**config.mk**
```make
export PLATFORM = sky130hd
export DESIGN_NAME = iibm_scale
export DESIGN_NICKNAME = d
export VERILOG_FILES = /design/src/hdl/iibm_pkg.sv /design/src/hdl/iibm_scale.sv
export SDC_FILE = /design/constraint.sdc
export NUM_CORES = 2
export LEC_CHECK = 0
export ABC_AREA = 0
export BUFFER_PORTS_ARGS = -buffer_cell sky130_fd_sc_hd__buf_2
export CAP_MARGIN = 0
export CORE_MARGIN = 8
export CORE_UTILIZATION = 25
export DETAILED_ROUTE_END_ITERATION = 10
export HOLD_SLACK_MARGIN = 0.12
export PLACE_DENSITY = 0.37
export SETUP_SLACK_MARGIN = 0.5
export SLEW_MARGIN = 20
export SYNTH_ARGS = -nofsm -noshare
export SYNTH_HDL_FRONTEND = slang
export SYNTH_SLANG_ARGS = --single-unit
```
**constraint.sdc**
```tcl
create_clock -name clk -period 6.7 [get_ports clk]
set_input_delay 0.67 -clock clk [delete_from_list [all_inputs] [get_ports clk]]
set_output_delay 0.67 -clock clk [all_outputs]
set_load 0.03 [all_outputs]
```
**src/hdl/iibm_pkg.sv**
```systemverilog
// ----------------------------------------------------------------------------
// iibm_pkg
// Shared widths, types and the divider step for the interleave block mapper.
// ----------------------------------------------------------------------------
package iibm_pkg;

  localparam int SECTOR_BYTES = 512;
  localparam int SECTOR_SHIFT = $clog2(SECTOR_BYTES);

  localparam int BLK_W  = 23;
  localparam int LBS_W  = 12;
  localparam int BSZ_W  = 14;
  localparam int FUB_W  = 8;
  localparam int EXT_W  = 32;
  localparam int PROD_W = BLK_W + BSZ_W;
  localparam int BASE_W = PROD_W + 1;
  localparam int MUL_W  = BASE_W + FUB_W + 1;
  localparam int LBN_W  = MUL_W + 1;
  localparam int HALF_W = LBN_W / 2;
  localparam int PART_W = HALF_W + LBS_W;
  localparam int ADDR_W = LBN_W + LBS_W;
  localparam int BN_W   = ADDR_W - SECTOR_SHIFT;
  localparam int LEFT_W = FUB_W + LBS_W;
  localparam int REM_W  = 16;
  localparam int SEC_W  = 34;
  localparam int OIB_W  = 13;

  typedef enum logic [2:0] {
    REG_LBS    = 3'd0,
    REG_VBS    = 3'd1,
    REG_BUF    = 3'd2,
    REG_FUB    = 3'd3,
    REG_GAP    = 3'd4,
    REG_XAR    = 3'd5,
    REG_EXTENT = 3'd6
  } cfg_reg_t;

  typedef struct packed {
    logic [LBS_W-1:0] logical_block_size;
    logic [BSZ_W-1:0] volume_block_size;
    logic [BSZ_W-1:0] buffer_size;
    logic [FUB_W-1:0] file_unit_blocks;
    logic [FUB_W-1:0] interleave_gap_blocks;
    logic [FUB_W-1:0] xar_blocks;
    logic [EXT_W-1:0] extent_start;
  } cfg_t;

  typedef struct packed {
    logic             cmd;
    logic [BLK_W-1:0] block_number;
  } req_t;

  typedef struct packed {
    logic [SEC_W-1:0] disk_sector;
    logic [BSZ_W-1:0] data_in_buf;
    logic [OIB_W-1:0] offset_in_buf;
    logic             remap_error;
  } res_t;

  function automatic logic [REM_W:0] div_step(input logic [REM_W-1:0] rem,
                                               input logic din,
                                               input logic [REM_W-1:0] dvs);
    logic [REM_W:0] trial;
    logic [REM_W:0] diff;
    trial = {rem, din};
    diff  = trial - {1'b0, dvs};
    if (trial >= {1'b0, dvs}) begin
      return {1'b1, diff[REM_W-1:0]};
    end
    return {1'b0, trial[REM_W-1:0]};
  endfunction

endpackage

```
**src/hdl/iibm_scale.sv**
```systemverilog
// ----------------------------------------------------------------------------
// iibm_scale
// Scales volume-block requests to logical blocks and adds the XAR length.
// ----------------------------------------------------------------------------
module iibm_scale import iibm_pkg::*; (
  input  logic              clk,
  input  logic              rst,
  input  cfg_t              cfg,
  input  logic              in_valid,
  input  req_t              req,
  output logic              out_valid,
  output logic              out_cmd,
  output logic [BASE_W-1:0] base_bn
);

  logic             sv [0:PROD_W];
  logic             sc [0:PROD_W];
  logic [BLK_W-1:0] sb [0:PROD_W];
  logic [REM_W-1:0] sr [0:PROD_W];
  logic [PROD_W-1:0] sq [0:PROD_W];
  logic [BASE_W-1:0] quot;

  always_ff @(posedge clk) begin
    if (rst) begin
      sv[0] <= 1'b0;
    end else begin
      sv[0] <= in_valid;
    end
    sc[0] <= req.cmd;
    sb[0] <= req.block_number;
    sr[0] <= '0;
    sq[0] <= PROD_W'(req.block_number) * PROD_W'(cfg.volume_block_size);
  end

  for (genvar i = 0; i < PROD_W; i++) begin : g_div
    logic [REM_W:0] st;
    assign st = div_step(sr[i], sq[i][PROD_W-1], REM_W'(cfg.logical_block_size));
    always_ff @(posedge clk) begin
      if (rst) begin
        sv[i+1] <= 1'b0;
      end else begin
        sv[i+1] <= sv[i];
      end
      sc[i+1] <= sc[i];
      sb[i+1] <= sb[i];
      sr[i+1] <= st[REM_W-1:0];
      sq[i+1] <= {sq[i][PROD_W-2:0], st[REM_W]};
    end
  end

  always_comb begin
    if (sc[PROD_W]) begin
      quot = BASE_W'(sb[PROD_W]);
    end else if (cfg.logical_block_size != '0) begin
      quot = BASE_W'(sq[PROD_W]);
    end else begin
      quot = '0;
    end
  end

  always_ff @(posedge clk) begin
    if (rst) begin
      out_valid <= 1'b0;
    end else begin
      out_valid <= sv[PROD_W];
    end
    out_cmd <= sc[PROD_W];
    base_bn <= quot + BASE_W'(cfg.xar_blocks);
  end

endmodule

```
# Yosys cells after proc, flatten, opt, wreduce, memory -nomap -nowiden
# Memories as Yosys holds them, arrays and structs flattened. A register that Yosys moved wholly into a read port is not among the register bits.
# Index checks and enable logic that the tools add are counted.
[word_totals]
elab_cells = 276
out_inout_bits = 40
latchBits = 0
ramBits = 2964
romBits = 0
reg_bits = 39
memories = 5
[op_classes]
n_mul = 1
n_div = 0
n_mux = 154
reduce_logical = 1
magnitude_cmp = 37
eq_ne = 0
addsub = 38
shift = 0
bitwise = 38
[memory_table]
columns = ["name", "words", "word_bits", "rd", "rd_ports_with_merged_regs", "write_ports", "line_no", "source"]
rows = [
  ["sq", 38, 37, 38, 0, 38, "iibm_scale.sv:20", "logic [PROD_W-1:0] sq [0:PROD_W];"],
  ["sb", 38, 23, 38, 0, 38, "iibm_scale.sv:18", "logic [BLK_W-1:0] sb [0:PROD_W];"],
  ["sr", 38, 16, 37, 0, 38, "iibm_scale.sv:19", "logic [REM_W-1:0] sr [0:PROD_W];"],
  ["sc", 38, 1, 38, 0, 38, "iibm_scale.sv:17", "logic sc [0:PROD_W];"],
  ["sv", 38, 1, 38, 1, 38, "iibm_scale.sv:16", "logic sv [0:PROD_W];"],
]
[op_table]
columns = ["operator", "n"]
rows = [
  ["$mux W17", 74],
  ["$ge A17 B12 Y1", 37],
  ["$sub A16 B12 Y16", 37],
  ["$mux W1", 78],
  ["$mux W37", 2],
  ["$add A38 B8 Y38", 1],
  ["$or A1 B1 Y1", 38],
  ["$mul A23 B14 Y37", 1],
  ["$reduce_bool A12 Y1", 1],
]

# Logic depth before layout (Yosys ltp)
[depth]
depth_word = 4
depth_mapped = 24
mapped_depth_nobuf = 23

# Worst setup path after synthesis
# No wires, ideal clock.
[synth_timing]
kind = "input port to flip-flop"
startpoint = "input port cfg[83] (netlist bit)"
endpoint = "memory sq[0][31] (netlist bit)"
t_arrival_ps = 6087
n_path_buf = 2
path_stages = 21
path_slack_ps = 522
setup_time_ps = 91
cell_sequence = "clkbuf_1 > and2_1 > fa_1 > inv_1 > fa_1 > inv_1 > fa_1 > fa_1 > fa_1 > inv_1 > fa_1 > inv_1 > ha_1 > clkbuf_1 > a21o_1 > a211oi_1 > o22ai_1 > a21o_1 > a21oi_1 > o21ai_0 > a311oi_1"
[synth_lines]
columns = ["element", "line_no", "source"]
rows = [
  ["start, declared", "iibm_scale.sv:8", "input cfg_t cfg,"],
  ["end, declared", "iibm_scale.sv:20", ""],
]

==> reports/summary.md <==
* **Die Y** 640 microns
* **number of slew-limit violations in the final report** 0
* **master cell of the clock root buffer** clkbuf_16
* **pin slew with the least headroom to its limit** 0.960 ns
* **Critical Path Most Common Cell** fa_1
* **latest clock arrival within the worst-skew pair** 0.91 ns
* **capturing element type of the critical path** register
* **Area Growth Syn to Fin** 19.5%
* **leading cell type in the layout, fill and taps excluded** dfxtp_1
* **clock slew at reported path FFs** 0.06 ns
* **buffers and inverters on the worst path** 7
* **Net Count, Synth** 9163
* **floorplan die area** 0.409 sq mm
* **Final setup viols** 0
* **highest attainable clock frequency** 167 MHz
* **worst min-delay path category** primary input to register
* **placeable core area** 0.388 sq mm
* **Port Buffers** 100
* **sink count of the clock tree** 2972
* **initial core utilization** 25.0%
* **CP max stage delay** 0.60 ns
* **worst-case vdd ir drop** 0.000369 V
* **number of storage elements in the synthesis netlist** 2972
* **max_slew headroom** 35.8%
* **worst hold path cell count** 1
* **share of cells above drive strength 1** 10.9%
* **post-route minimum period** 5.99 ns
* **non-filler cells, final** 14.1k
* **Filler Cells Inserted** 39.2k
* **highest-count cells in the layout ignoring fill and taps** 2971 x dfxtp_1, 541 x ha_1, 522 x nor2_1, 508 x a21oi_1, 496 x nand2_1
* **Crit path arrival time** 6.72 ns
* **result of the run** complete, no violations
* **static power due to leakage** 49.3 nW
* **drc violations** 0
* **Critical Path Stages** 23
* **gp weighted congestion** 0.810
* **Worst path slowest cell** fa_1
* **number of vias in the routed layout** 56.3k
* **# Max-Cap Violations** 0
* **Worst R2R Path Depth** 13
* **overall die width** 640 microns
* **number of primary I/O pins** 163
* **Top Family by Delay on Critical Path** adder cells
* **final worst-path cycle share** 89.4%
* **predominant post-synthesis flop cell** dfxtp_1
* **Final Hold Viols** 0
* **instance count after placement with tap cells included** 13.5k
* **number of global-route vias before repair** 57.8k
* **synthesized instance count** 8212
* **# rows** 229
* **HPWL after detailed placement** 153000 microns
* **average instance area after synthesis** 11.8 sq um
* **number of distinct library cells after synthesis** 93
* **GR Overflow Total** 0
* **total CTS buffers** 318
* **iteration-0 DRC count of the detailed router** 2470
* **number of enable flip-flop cells after synthesis** 0
* **RSZ-0062 raised after global routing** no
* **required time of the worst setup path** 7.43 ns
* **category of the worst setup path launch point** primary input
* **routed len/inst** 15.0 microns
* **maximum number of buffers from clock root to sink** 4
* **summed negative setup slack over all endpoints** 0 ns
* **Post-CTS Repair Setup Buffers** 0
* **Yosys warning count** 0
* **startpoint-to-endpoint class of the critical path** primary input to register
* **first-pass GRT wire length** 329000 microns
* **critical path, cell by cell** dlygate4sd3_1, buf_2, buf_4, and2_1, fa_1, inv_1, fa_1, fa_1, inv_1, fa_1, fa_1, inv_1, fa_1, inv_1, ha_2, a21o_1, a21oi_1, o21ai_0, a31o_2, nand2b_1, o31a_1, a31oi_1, xnor2_1
* **maximum number of pins on one net before global-route repair** 45
* **hold slack** 0.228 ns
* **number of optimization iterations in the first detailed-route pass** 5
* **fraction of the core area covered by cells at the end of the flow** 29.9%
* **sequential element share of the synthesized area** 61.2%
* **Final nets** 9595
* **mean number of vias per cell** 3.99
* **setup clock skew after layout** 0.0580 ns
* **sum of routed wire length over all layers** 212000 microns
* **maximum fanout along the worst path** 9
* **TritonCTS clock tree** done
* **proportion of register bits with asynchronous set or reset after synthesis** 0%
* **initial antenna violation count** 15
* **number of routed nets with antenna violations** 0
* **total power density per cell area** 551 mW/mm^2
* **post-layout power** 64.0 mW
* **CTS H-tree lvls** 5
* **All-Layer GR Usage** 10.1%
* **synthesized area** 0.0972 sq mm
power by group:
| group | internal [mW] | leakage [nW] | switching [mW] | total [mW] |
|---|---|---|---|---|
| Clock | 10.8 | 5.45 | 7.12 | 18.0 |
| Combinational | 9.72 | 19.0 | 11.7 | 21.4 |
| Sequential | 22.6 | 24.8 | 2.04 | 24.6 |
| Total | 43.1 | 49.3 | 20.8 | 64.0 |
Yosys cell counts, types with 13 or more instances:
| library cell | n | area, sq um |
|---|---|---|
| a22o_1 | 13 | 114 |
| and3_1 | 30 | 188 |
| nor2b_1 | 143 | 895 |
| a31oi_1 | 28 | 175 |
| or3_1 | 28 | 175 |
| ha_1 | 543 | 6790 |
| dfxtp_1 | 2972 | 59500 |
| or4_1 | 26 | 195 |
| nand3_1 | 99 | 495 |
| xor2_1 | 210 | 1840 |
| a2111oi_0 | 14 | 123 |
| nand2b_1 | 90 | 563 |
| nor3_1 | 103 | 515 |
| nand4b_1 | 30 | 263 |
| a21oi_1 | 513 | 2570 |
| xnor2_1 | 237 | 2080 |
| nand2_1 | 496 | 1860 |
| or2_2 | 35 | 219 |
| o31ai_1 | 31 | 233 |
| a21o_1 | 102 | 766 |
| o21ai_0 | 250 | 1250 |
| inv_1 | 480 | 1800 |
| o41ai_1 | 14 | 123 |
| o21a_1 | 55 | 413 |
| o21bai_1 | 32 | 240 |
| a211o_1 | 13 | 114 |
| fa_1 | 285 | 5710 |
| mux2_2 | 98 | 1100 |
| a21boi_0 | 36 | 270 |
| nand4_1 | 55 | 344 |
| and2_1 | 161 | 1010 |
| a211oi_1 | 20 | 150 |
| clkbuf_1 | 131 | 492 |
| mux2i_1 | 17 | 170 |
| nor4_1 | 64 | 400 |
| o211ai_1 | 13 | 97.6 |
| nor2_1 | 522 | 1960 |
| o21ai_1 | 16 | 80.1 |
metal layers:
layer	global-route usage (%)	share of wire, %	vias to the layer above
met1	13.4	48	26500
met4	3.70	3.4	0
li1	-	-	28500
met5	0	0	-
met3	1.64	4.1	406
met2	16.4	45	954
kinds of logic after synthesis:
family,count (synthesis),synth area share (%)
buffers and inverters,631,2.48
AO/OA/AOI/OAI,1289,8.31
XOR/XNOR,447,4.03
flip-flops,2972,61.2
adder cells (fa/ha/maj),828,12.9
AND/OR/NAND/NOR,1923,9.74
multiplexers,122,1.40
metrics by stage:
stage	instance area (sq um)	worst slack, ns
floorplan	97200	0.522
global placement	105000	-0.0893
detailed placement	105000	-0.0742
CTS	116000	0.657
global route	116000	0.503
finish	116000	0.708
worst register-to-register path, stage by stage, from the launching register on:
cell and delay [ns]:
dfxtp_2 0.35, a41oi_4 0.61, a22o_1 0.37, ha_1 0.23, fa_1 0.22, a21o_1 0.13
a21oi_1 0.10, o21bai_1 0.18, a21oi_1 0.15, a2111oi_4 0.58, nand2_2 0.11, or3_1 0.50
or3_1 0.36, a21oi_1 0.20
cell type report:
| class | count | area [sq um] | area share, % |
|---|---|---|---|
| clock buffers | 450 | 9350 | 8.05 |
| well taps | 5197 | 6500 | 5.60 |
| inverters | 482 | 1820 | 1.56 |
| multi-input cells | 4609 | 35400 | 30.4 |
| flip-flops and latches | 2972 | 59500 | 51.2 |
| diodes | 10 | 25.0 | 0.0215 |
| repair buffers | 261 | 1860 | 1.60 |
| clock inverters | 131 | 1740 | 1.50 |
repair_timing:
item	4_1_cts	5_1_grt
hold endpoints to repair	22	0
hold buffers	23	0
gates resized for setup	0	12
setup endpoints to repair	0	10
sequential cells by signal, summed over array words and instances (netlist names):
name	count
sb	874
sv	38
sr	576
base_bn	38
out_cmd	1
sc	38
sq	1406
out_valid	1
final timing paths:
check	from	to	slack, ns
max	req[12]	sq[0][36]	0.71
min	req[16]	sb[0][16]	0.23
max reg2reg	sc[4][5]	base_bn[28]	2.51
min reg2reg	sq[1][38]	sq[1][76]	0.27
Power figures use the tool's default switching activity.
